**src/sv/nsc_pkg.sv**
```systemverilog
// Shared types, constants and helpers for the NMEA sentence checksum checker.
package nsc_pkg;

   localparam int BufferBytesDefault = 128;
   localparam int CmdDepth           = 2;
   localparam int RspDepth           = 2;
   localparam int PosW               = 8;
   localparam int ByteW              = 8;
   localparam int KindW              = 3;
   localparam int NumKinds           = 6;
   localparam int HdrLen             = 6;

   localparam logic [ByteW-1:0] MaxBodyLenReset = 8'd75;
   localparam logic [ByteW-1:0] CharDollar      = 8'h24;
   localparam logic [ByteW-1:0] CharStar        = 8'h2A;
   localparam logic [ByteW-1:0] CharLf          = 8'h0A;
   localparam logic [ByteW-1:0] CharNul         = 8'h00;
   localparam logic [ByteW-1:0] CharZero        = 8'h30;
   localparam logic [ByteW-1:0] CharAlphaBase   = 8'h37;
   localparam logic [KindW-1:0] KindOther       = 3'd0;
   localparam logic [KindW-1:0] KindMax         = 3'd6;

   // Entry k names kind k+1; within an entry, byte [5] is the first character.
   localparam logic [NumKinds-1:0][HdrLen-1:0][ByteW-1:0] HdrTable = {
      "$GPRMA", "$GPGSA", "$GPVTG", "$GPGLL", "$GPRMC", "$GPGGA"
   };

   typedef enum logic [2:0] {
      PH_FIRST,
      PH_SCAN,
      PH_HI,
      PH_LO,
      PH_DONE,
      PH_BAD
   } phase_type;

   // One word from the front to the back: a byte to scan, or a sentence close.
   typedef struct packed {
      logic [ByteW-1:0] data;
      logic [PosW-1:0]  pos;
      logic             close;
      logic             overflow;
   } cmd_type;

   typedef struct packed {
      logic             valid;
      logic [KindW-1:0] kind;
      logic [PosW-1:0]  length;
      logic             overflow;
   } rsp_type;

   function automatic logic [ByteW-1:0] hex_char(input logic [3:0] nib);
      logic [ByteW-1:0] wide;
      wide = {4'b0000, nib};
      return (nib < 4'd10) ? (wide + CharZero) : (wide + CharAlphaBase);
   endfunction

endpackage

```
**src/sv/nsc_back.sv**
```systemverilog
// Back end: streamed checksum scan, header match and result build.
module nsc_back (
   input  logic                      clock,
   input  logic                      reset,
   input  logic [nsc_pkg::ByteW-1:0] max_body_len,
   input  logic                      cmd_valid,
   input  nsc_pkg::cmd_type          cmd_word,
   output logic                      cmd_pop,
   input  logic                      rsp_full,
   output logic                      rsp_push,
   output nsc_pkg::rsp_type          rsp_word
);
   import nsc_pkg::*;

   phase_type              phase_ff, phase_in;
   logic [ByteW-1:0]       xor_ff, xor_in;
   logic [NumKinds-1:0]    match_ff, match_in;
   logic [ByteW-1:0]       hi_ff, hi_in;
   logic [ByteW-1:0]       lo_ff, lo_in;
   logic                   take, take_data, take_close;
   logic [2:0]             hdr_idx;

   // Hold a close until the result queue has room; data bytes never wait.
   assign take       = cmd_valid && (!cmd_word.close || !rsp_full);
   assign take_data  = take && !cmd_word.close;
   assign take_close = take && cmd_word.close;
   assign cmd_pop    = take;
   assign rsp_push   = take_close;
   assign hdr_idx    = 3'(HdrLen - 1) - cmd_word.pos[2:0];

   always_comb begin
      phase_in = phase_ff;
      if (take_close) begin
         phase_in = PH_FIRST;
      end else if (take_data) begin
         unique case (phase_ff)
            PH_FIRST: phase_in = (cmd_word.data == CharDollar) ? PH_SCAN : PH_BAD;
            PH_SCAN: begin
               if ((cmd_word.pos >= max_body_len) || (cmd_word.data == CharNul)) begin
                  phase_in = PH_BAD;
               end else if (cmd_word.data == CharStar) begin
                  phase_in = PH_HI;
               end
            end
            PH_HI:   phase_in = PH_LO;
            PH_LO:   phase_in = PH_DONE;
            PH_DONE: phase_in = PH_DONE;
            PH_BAD:  phase_in = PH_BAD;
            default: phase_in = PH_BAD;
         endcase
      end
   end

   always_comb begin
      xor_in   = xor_ff;
      match_in = match_ff;
      hi_in    = hi_ff;
      lo_in    = lo_ff;

      rsp_word.valid    = (phase_ff == PH_DONE) &&
                          (hi_ff == hex_char(xor_ff[7:4])) &&
                          (lo_ff == hex_char(xor_ff[3:0]));
      rsp_word.kind     = KindOther;
      rsp_word.length   = cmd_word.pos;
      rsp_word.overflow = cmd_word.overflow;
      if (cmd_word.pos >= PosW'(HdrLen)) begin
         // Lowest matching header wins.
         for (int k = NumKinds - 1; k >= 0; k--) begin
            if (match_ff[k]) begin
               rsp_word.kind = KindW'(k + 1);
            end
         end
      end

      if (take_close) begin
         xor_in   = '0;
         match_in = '1;
         hi_in    = '0;
         lo_in    = '0;
      end else if (take_data) begin
         if (cmd_word.pos < PosW'(HdrLen)) begin
            for (int k = 0; k < NumKinds; k++) begin
               if (HdrTable[k][hdr_idx] != cmd_word.data) begin
                  match_in[k] = 1'b0;
               end
            end
         end
         if ((phase_ff == PH_SCAN) && (phase_in == PH_SCAN)) begin
            xor_in = xor_ff ^ cmd_word.data;
         end
         if (phase_ff == PH_HI) begin
            hi_in = cmd_word.data;
         end
         if (phase_ff == PH_LO) begin
            lo_in = cmd_word.data;
         end
      end
   end

   always_ff @(posedge clock) begin
      if (reset) begin
         phase_ff <= PH_FIRST;
         xor_ff   <= '0;
         match_ff <= '1;
         hi_ff    <= '0;
         lo_ff    <= '0;
      end else begin
         phase_ff <= phase_in;
         xor_ff   <= xor_in;
         match_ff <= match_in;
         hi_ff    <= hi_in;
         lo_ff    <= lo_in;
      end
   end

endmodule

```
**config.mk**
```make
export PLATFORM = sky130hd
export DESIGN_NAME = nsc_back
export DESIGN_NICKNAME = d
export VERILOG_FILES = /design/src/sv/nsc_pkg.sv /design/src/sv/nsc_back.sv
export SDC_FILE = /design/constraint.sdc
export NUM_CORES = 1
export LEC_CHECK = 0
export BUFFER_PORTS_ARGS = -buffer_cell sky130_fd_sc_hd__buf_2
export CAP_MARGIN = 10
export CORE_ASPECT_RATIO = 0.9
export CORE_MARGIN = 8
export CORE_UTILIZATION = 53
export CTS_BUF_LIST = sky130_fd_sc_hd__clkbuf_4
export CTS_CLUSTER_SIZE = 20
export DETAILED_ROUTE_END_ITERATION = 8
export GPL_ROUTABILITY_DRIVEN = 0
export PLACE_DENSITY = 0.88
export SLEW_MARGIN = 20
export SYNTH_ARGS = -nofsm -noshare
export SYNTH_HDL_FRONTEND = slang
export SYNTH_SLANG_ARGS = --single-unit
```
**constraint.sdc**
```tcl
create_clock -name clock -period 2.1 [get_ports clock]
set_clock_uncertainty 0.2 [all_clocks]
set_input_delay 0.105 -clock clock [delete_from_list [all_inputs] [get_ports clock]]
set_output_delay 0.105 -clock clock [all_outputs]
set_load 0.005 [all_outputs]
```
==> impl_metrics.tcl, run 1 <==
set metrics [dict create \
    status "complete, but fails checks" \
    violations "setup timing" \
    vias_per_cell 6.23 \
    dpl_cell_area_um2 3080 \
    grtUsageTotal 0.221 \
    die_height_um 82.7 \
    drcViolationCount 0 \
    mostFrequentLayoutCells "buf_2, buf_4, a21oi_1" \
    power_mw 1.34 \
    dp_cells 467 \
    hold_violations 0 \
    ant_nets 0 \
    clkTransAtPathRegs_ns 0.10 \
    wl_mm 8.30 \
    path_class "flip-flop to primary output" \
    synthCells 348 \
    cts_buffer_depth 2 \
    crit_required_ns 1.79 \
    synth_flop_cell "dfxtp_1" \
    first_pass_iters 6 \
    io-pin-count 45 \
    rows 24 \
    ys_top_cells_by_area "dfxtp_1, ha_1, a21oi_1" \
    wl_per_cell_um 17.2 \
    leakage_nw 1.35 \
    die_area_um2 7460 \
    yosysWarnings 0 \
    synth_area_per_cell_um2 7.53 \
    synthesis.nets 396 \
    area_growth_pct 24.7 \
    drive_above_1_share 0.298 \
    ir_drop_mv 0.287 \
    initial_utilization 0.546 \
    startpoint_type "flip-flop" \
    crit_fanout 2 \
    clkLatencyLatePin_ns 0.35 \
    clkSinkCount 33 \
    synth.largest_area_cell "dfxtp_1" \
    power_density_nw_per_um2 412 \
    synth_seq_area_share 0.252 \
    pre_cts_slack_ns -0.0861 \
    cts_buffers 5 \
    rsz0062_at_grt "yes" \
    die_x_um 90.1 \
    setup_viol 1 \
    crit_path_end_kind "primary output" \
    nets 463 \
    stdcell_area_um2 3270 \
    rrSetupSlack_ns 0.12 \
    grt_max_degree 27 \
    ys_types 58 \
    post-route-min-period_ns 2.37 \
    slew_headroom 0.628 \
    worstHoldPathType "input port to primary output" \
    synth_edf_count 0 \
    overflow 0 \
    dr_total_vias 3001 \
    hpwl_mm 5.81 \
    async_reset_ff_frac 0 \
    max_cap_viol_count 0 \
    finalCritPeriodShare 1.13 \
    instances_no_fill 482 \
    cts_tree "done" \
    coreArea_um2 4800 \
    antenna_found_initial 0 \
    synth_seq_cells 33 \
    grt_pass1_vias 2873 \
    synth_area_um2 2620 \
    layout_commonest_cell "buf_2" \
    grt_pass1_wl_mm 13.5 \
    drtIter0Drc 368 \
    ctsHtreeMaxLevel 2 \
    maxSlewViolCount 0 \
    worst_slew_pin_slew_ns 0.557 \
    synth_top_area_share 0.252 \
    postLayoutCoreUtil 0.680 \
    worst_slack_ns -0.273 \
    cts-root-buf "clkbuf_4" \
    clock.fmax_ghz 0.421 \
    critical_path_arrival_ns 2.07 \
    port_buffers 42 \
]
-- per-layer routing --
| layer | up-vias | GRT usage | wire length, um |
|---|---|---|---|
| li1 | 1366 | - | - |
| met1 | 1383 | 0.257 | 3350 |
| met2 | 201 | 0.376 | 3830 |
| met3 | 51 | 0.0461 | 688 |
| met4 | 0 | 0.134 | 431 |
| met5 | - | 0 | 0 |
-- cells by family after synthesis --
group / share of synthesized area
and+or+nand+nor: 0.270
DFF: 0.252
muxes: 0.0506
buffers and inverters: 0.0878
AOI/OAI and AO/OA: 0.197
adders and majority gates: 0.0859
xor gates and xnor gates: 0.0568
-- synth_stat cells, types with 3 or more instances --
cell and count:
nor3_1 9, nand2b_1 5, nand4_1 10, a21oi_1 37
nand3_1 12, ha_1 18, xnor2_1 9, xor2_1 8
and3_1 3, o21ai_0 12, mux2i_1 11, a31oi_1 3
buf_4 9, nand2_1 28, nor2b_1 6, inv_1 23
nand4b_1 3, dfxtp_1 33, clkbuf_1 17, nor2_1 34
a31o_2 4, o22ai_1 4
-- report_power, final --
group	switching, mW	total (mW)	internal [mW]
sequential	0.00626	0.636	0.629
clock	0.230	0.370	0.140
combinational	0.187	0.339	0.152
-- per-stage QoR --
step	hold slack [ns]	setup TNS (ns)
after floorplan	0.0522	0
after detailed placement	0.0101	-0.350
final	0.0100	-0.273
after CTS	0.00889	-0.265
after global routing	0.0100	-0.383
after global placement	0.0101	-0.00105
-- worst max-delay path: stages, from the launching register on --
cell,delay (ns)
dfxtp_2,0.34
xor2_1,0.19
a21oi_2,0.12
o21ba_4,0.17
a2111o_1,0.43
a2111oi_4,0.32
buf_2,0.16
-- sequential cells by signal, indices dropped and copies added (netlist names) --
register and cells:
xor_ff 8, lo_ff 8, phase_ff 3, hi_ff 8
match_ff 6
-- repair_timing --
action	CTS	global route
hold endpoints to repair	6	1
endpoints found under the setup margin	1	3
hold buffers	4	1
pin swaps	10	1
gates resized for setup	18	5
setup buffers	1	0
-- layout make-up --
type,count,area [um^2]
Sequential cell,33,668
Inverter,23,86.3
Antenna cell,1,2.50
Tap cell,65,81.3
Timing Repair Buffer,89,579
Fill cell,354,1540
Clock buffer,6,45.0
Multi-Input combinational cell,263,1800
Clock inverter,2,10.0
-- path summary, 6_finish.rpt --
path	cells past startpoint	from	to
worst max-delay path	6	xor_ff[4]	rsp_word[12]
worst max register to register	5	phase_ff[2]	xor_ff[5]
worst min register to register	2	lo_ff[7]	lo_ff[7]
worst min-delay path	0	cmd_word[0]	rsp_word[0]
Note: power is estimated with default switching activity, not from simulation.
==> inputs of run 2 (changes only) <==
- PLACE_DENSITY: 0.88 -> 0.79
==> impl_metrics.tcl, run 2 (synthesis gave the netlist of run 1 again) <==
set metrics [dict create \
    vias_per_cell 5.95 \
    die_x_um 90.1 \
    startpoint_type "flip-flop" \
    path_buf_inv 2 \
    power_density_nw_per_um2 407 \
    ant_nets 0 \
    antenna_found_initial 0 \
    violations "setup timing" \
    stdcell_area_um2 3290 \
    reg_top3 "hi_ff (8), lo_ff (8), xor_ff (8)" \
    dpl_cell_area_um2 3030 \
    drive_above_1_share 0.297 \
    slowest_stage "a2111o_1" \
    wl_per_cell_um 16.6 \
    critical_path_arrival_ns 2.09 \
    clkSinkCount 33 \
    clkTransAtPathRegs_ns 0.11 \
    setup_viol 1 \
    crit_path_end_kind "primary output" \
    cp_slowest_stage_delay_ns 0.40 \
    timing.critical_path.cells "buf_6 -> nor3b_4 -> a21oi_2 -> o22ai_1 -> a2111o_1 -> a2111oi_2 -> buf_2" \
    mostFrequentLayoutCells "buf_2, buf_4, a21oi_1" \
    port_buffers 42 \
    coreArea_um2 4800 \
    nets 461 \
    hold-worst-slack_ns 0.0100 \
    cts_buffer_depth 2 \
    maxSlewViolCount 0 \
    grtUsageTotal 0.217 \
    rsz0062_at_grt "yes" \
    regArea_um2 672 \
    crit_family "compound AO/OA/AOI/OAI gates" \
    ctsHtreeMaxLevel 2 \
    max_cap_viol_count 0 \
    wl_met1_mm 3.45 \
    finalCritPeriodShare 1.14 \
    io-pin-count 45 \
    wl_met2_mm 3.70 \
    grt_max_degree 27 \
    die_area_um2 7460 \
    n_antenna_cell 0 \
    hold_violations 0 \
    area_growth_pct 25.4 \
    setup_tns_ns -0.292 \
    cts_tree "done" \
    hpwl_mm 5.74 \
    layout_commonest_cell "buf_2" \
    drcViolationCount 0 \
    crit_fanout 3 \
    nFillCells 407 \
    cts_buffers 5 \
    cts-root-buf "clkbuf_4" \
    wl_met3_um 531 \
    wl_mm 7.95 \
    slew_headroom 0.649 \
    worstHoldPathType "input port to primary output" \
    leakage_nw 1.34 \
    worst_slew_pin_slew_ns 0.526 \
    overflow 0 \
    initial_utilization 0.546 \
    maxUsedRoutingLayer "met4" \
    rows 24 \
    ir_drop_mv 0.246 \
    status "complete, but fails checks" \
    first_pass_iters 5 \
    crit_required_ns 1.79 \
    grt_pass1_wl_mm 13.1 \
    grt_pass1_vias 2716 \
    postLayoutCoreUtil 0.684 \
    multi_input_area_um2 1820 \
    post-route-min-period_ns 2.39 \
    worst_slack_ns -0.292 \
    path_class "flip-flop to primary output" \
    drtIter0Drc 236 \
    dr_total_vias 2850 \
    clock.fmax_ghz 0.418 \
    die_height_um 82.7 \
    clkLatencyLatePin_ns 0.36 \
]
[run 2: cell types whose count changed in the layout (fill, tap and decap cells not counted), sizes merged]
cell         previous run  this run
buf                    84        78
dlygate4sd3             5         9
clkbuf                  6         5
clkinv                  2         3
diode                   1         0
[run 2: repair_timing]
action                                 4_1_cts  5_1_grt
hold buffers                                 9        0
gates resized for setup                     18       13
endpoints found under the hold margin       16        0
pin swaps                                    9        8
setup endpoints to repair                    1       10
setup buffers                                1        1
[run 2: worst register-to-register path: cells and delay by family (launching register included)]
kind | cells | cell delay, ns
simple gates | 4 | 0.99
flops | 1 | 0.38
mux | 1 | 0.33
[run 2: routing by layer]
metal  GRT usage  vias up
met1       0.260     1349
met5           0        -
met4       0.129        0
li1            -     1357
met3      0.0416       25
met2       0.363      119
[run 2: final timing paths]
path | slack [ns] | from | cells after the start | endpoint
worst max-delay path | -0.29 | xor_ff[1] | 7 | rsp_word[12]
worst min-delay path | 0.01 | cmd_word[0] | 0 | rsp_word[0]
worst max register to register | 0.10 | phase_ff[2] | 5 | xor_ff[5]
worst min register to register | 0.28 | lo_ff[0] | 2 | lo_ff[0]
[run 2: power by group]
part           total (mW)  switching [mW]  internal, mW  leakage, nW
clock network       0.363           0.242         0.121       0.0300
logic               0.338           0.185         0.153         1.04
registers           0.636         0.00661         0.629        0.270
[run 2: layout make-up]
type | instances | share of cell area
inverters | 23 | 0.0263
clock inverters | 3 | 0.00381
flip-flops and latches | 33 | 0.204
repair buffers | 87 | 0.175
clock buffers | 5 | 0.0114
well taps | 65 | 0.0247
multi-input cells | 263 | 0.555
[run 2: through the flow]
| stage | power [mW] | instances | setup WS [ns] |
|---|---|---|---|
| global placement | 0.952 | 460 | -0.0288 |
| global route | 1.40 | 479 | -0.351 |
| detailed placement | 0.961 | 460 | -0.0403 |
| finish | 1.34 | 479 | -0.292 |
| CTS | 1.33 | 478 | -0.256 |
| floorplan | 0.839 | 348 | 0.0171 |
==> inputs of run 3 (changes only) <==
- ABC_AREA: unset -> 1
==> impl_metrics.tcl, run 3 <==
set metrics [dict create \
    rows 24 \
    drive_above_1_share 0.296 \
    critical_path_arrival_ns 1.86 \
    slew_headroom 0.644 \
    wl_mm 7.27 \
    async_reset_ff_frac 0 \
    yosysWarnings 0 \
    area_growth_pct 24.4 \
    synth_edf_count 0 \
    drtIter0Drc 206 \
    grt_pass1_vias 2664 \
    hp-start "cmd_word[0]" \
    ys_top_cells_by_area "dfxtp_1, nand2_1, ha_1" \
    yosys.area_share.adder 0.0849 \
    ant_nets 0 \
    synth_area_per_cell_um2 6.72 \
    synth.most_common_cell "nand2_1" \
    synth-xor-area-share 0.0792 \
    synthCells 395 \
    die_area_um2 7530 \
    die_height_um 83.1 \
    synth-simple-area-share 0.298 \
    antenna_found_initial 0 \
    pre_cts_slack_ns 0.00355 \
    overflow 0 \
    synthesis.nets 443 \
    cts-root-buf "clkbuf_4" \
    synth_top_family_by_area "simple AND/OR/NAND/NOR gates" \
    regArea_um2 688 \
    instances_no_fill 525 \
    power_density_nw_per_um2 413 \
    nets 507 \
    hold-worst-slack_ns 0.0100 \
    max_cap_viol_count 0 \
    rrSetupSlack_ns 0.31 \
    ir_drop_mv 0.241 \
    cts_buffers 5 \
    critPathLaunch "xor_ff[6]" \
    io-pin-count 45 \
    dp_cells 497 \
    clkLatencyLatePin_ns 0.35 \
    hold_violations 0 \
    crit_fanout 6 \
    port_buffers 42 \
    coreArea_um2 4830 \
    synth_compound_area_frac 0.170 \
    post-route-min-period_ns 2.16 \
    leakage_nw 1.58 \
    die_x_um 90.6 \
    rsz0062_at_grt "yes" \
    initial_utilization 0.549 \
    ys_types 43 \
    cts_tree "done" \
    grt_pass1_wl_mm 12.0 \
    ctsHtreeMaxLevel 2 \
    maxSlewViolCount 0 \
    synth.largest_area_cell "dfxtp_1" \
    layout_commonest_cell "nand2_1" \
    setup_viol 1 \
    path_class "flip-flop to primary output" \
    n_antenna_cell 0 \
    clock.fmax_ghz 0.462 \
    grt_max_degree 21 \
    clkSinkCount 33 \
    violations "setup timing" \
    vias_per_cell 5.47 \
    finalCritPeriodShare 1.03 \
    reg_top3 "hi_ff (8), lo_ff (8), xor_ff (8)" \
    reg2reg_from "phase_ff[0]" \
    wl_per_cell_um 13.8 \
    synth_seq_cells 33 \
    startpoint_type "flip-flop" \
    grtUsageTotal 0.188 \
    worstHoldPathType "input port to primary output" \
    status "complete, but fails checks" \
    worst_slew_pin_slew_ns 0.533 \
    synth_seq_area_share 0.249 \
    setup_tns_ns -0.0646 \
    synth_common_cells "nand2_1, inv_1, o21ai_0" \
    clkTransAtPathRegs_ns 0.12 \
    synth_flop_cell "dfxtp_1" \
    muxShareOfSynthArea 0 \
    mostFrequentLayoutCells "nand2_1, inv_1, buf_2" \
    nFillCells 403 \
    first_pass_iters 4 \
    crit_required_ns 1.79 \
    worst_slack_ns -0.0646 \
    drcViolationCount 0 \
    synth_top_area_share 0.249 \
    postLayoutCoreUtil 0.683 \
    hpwl_mm 5.08 \
    multi_input_area_um2 1790 \
    crit_path_end_kind "primary output" \
    dr_total_vias 2873 \
    synth_area_um2 2650 \
    cts_buffer_depth 2 \
]
==> run 3: cell types whose count changed after synthesis, moves of 6 or more <==
| cell | before | now |
|---|---|---|
| nand3_1 | 12 | 19 |
| nand4_1 | 10 | 4 |
| xor2_1 | 8 | 21 |
| nor2b_1 | 6 | 0 |
| clkbuf_1 | 17 | 1 |
| nand2_2 | 0 | 8 |
| inv_1 | 23 | 47 |
| o21ai_0 | 12 | 35 |
| nand2_1 | 28 | 83 |
| xnor2_1 | 9 | 3 |
| inv_2 | 0 | 10 |
| mux2i_1 | 11 | 0 |
==> run 3: cells by family after synthesis <==
group                    Yosys count
buffers and inverters             72
XOR/XNOR                          24
AND/OR/NAND/NOR                  168
adder cells (fa/ha/maj)           18
flip-flops                        33
AO/OA/AOI/OAI                     80
==> run 3: area by class of cell <==
| class | instances | area share |
|---|---|---|
| repair buffers | 71 | 0.138 |
| clock inverters | 3 | 0.00682 |
| multi-input cells | 291 | 0.543 |
| clock buffers | 5 | 0.0114 |
| well taps | 65 | 0.0246 |
| flip-flops and latches | 33 | 0.208 |
| inverters | 57 | 0.0679 |
==> run 3: metal layers <==
layer / vias up / GRT usage / routed length (um) / share of wire
met5: - / 0 / 0 / 0
met1: 1334 / 0.229 / 3210 / 0.44
met4: 0 / 0.0891 / 205 / 0.028
met2: 109 / 0.309 / 3440 / 0.47
met3: 19 / 0.0396 / 422 / 0.058
li1: 1411 / - / - / -
==> run 3: worst paths after layout <==
check / endpoint / depth (start not counted)
worst min register to register: match_ff[0] / 2
worst max register to register: xor_ff[6] / 8
worst min-delay path: rsp_word[0] / 0
worst max-delay path: rsp_word[12] / 6
==> run 3: through the flow <==
| step | cell area [um^2] | total power [mW] |
|---|---|---|
| 2_1_floorplan | 2650 | 0.862 |
| 3_3_place_gp | 2920 | 0.948 |
| 3_5_place_dp | 2920 | 0.954 |
| 4_1_cts | 3260 | 1.34 |
| 5_1_grt | 3300 | 1.42 |
| 6_report | 3300 | 1.36 |
==> run 3: worst max-delay path, stage by stage, from the launching register on <==
cell and delay [ns]:
dfxtp_4 0.38, o21ai_4 0.25, xnor2_1 0.17, nand4_1 0.11
or2_4 0.25, nor4_4 0.20, buf_2 0.15
==> run 3: timing repair <==
action                     in CTS  in global routing
hold endpoints to repair       24                  0
cloned                          0                  1
setup endpoints to repair       1                  9
pin swaps                      12                  4
gates resized for setup        41                 10
hold buffers                    9                  0
buffers inserted                9                  1
==> run 3: power by group <==
part           internal [mW]  total [mW]  switching, mW  leakage (nW)
sequential             0.625       0.632        0.00662         0.273
combinational          0.139       0.349          0.210          1.29
clock                  0.129       0.382          0.253        0.0234
total                  0.893        1.36          0.469          1.58
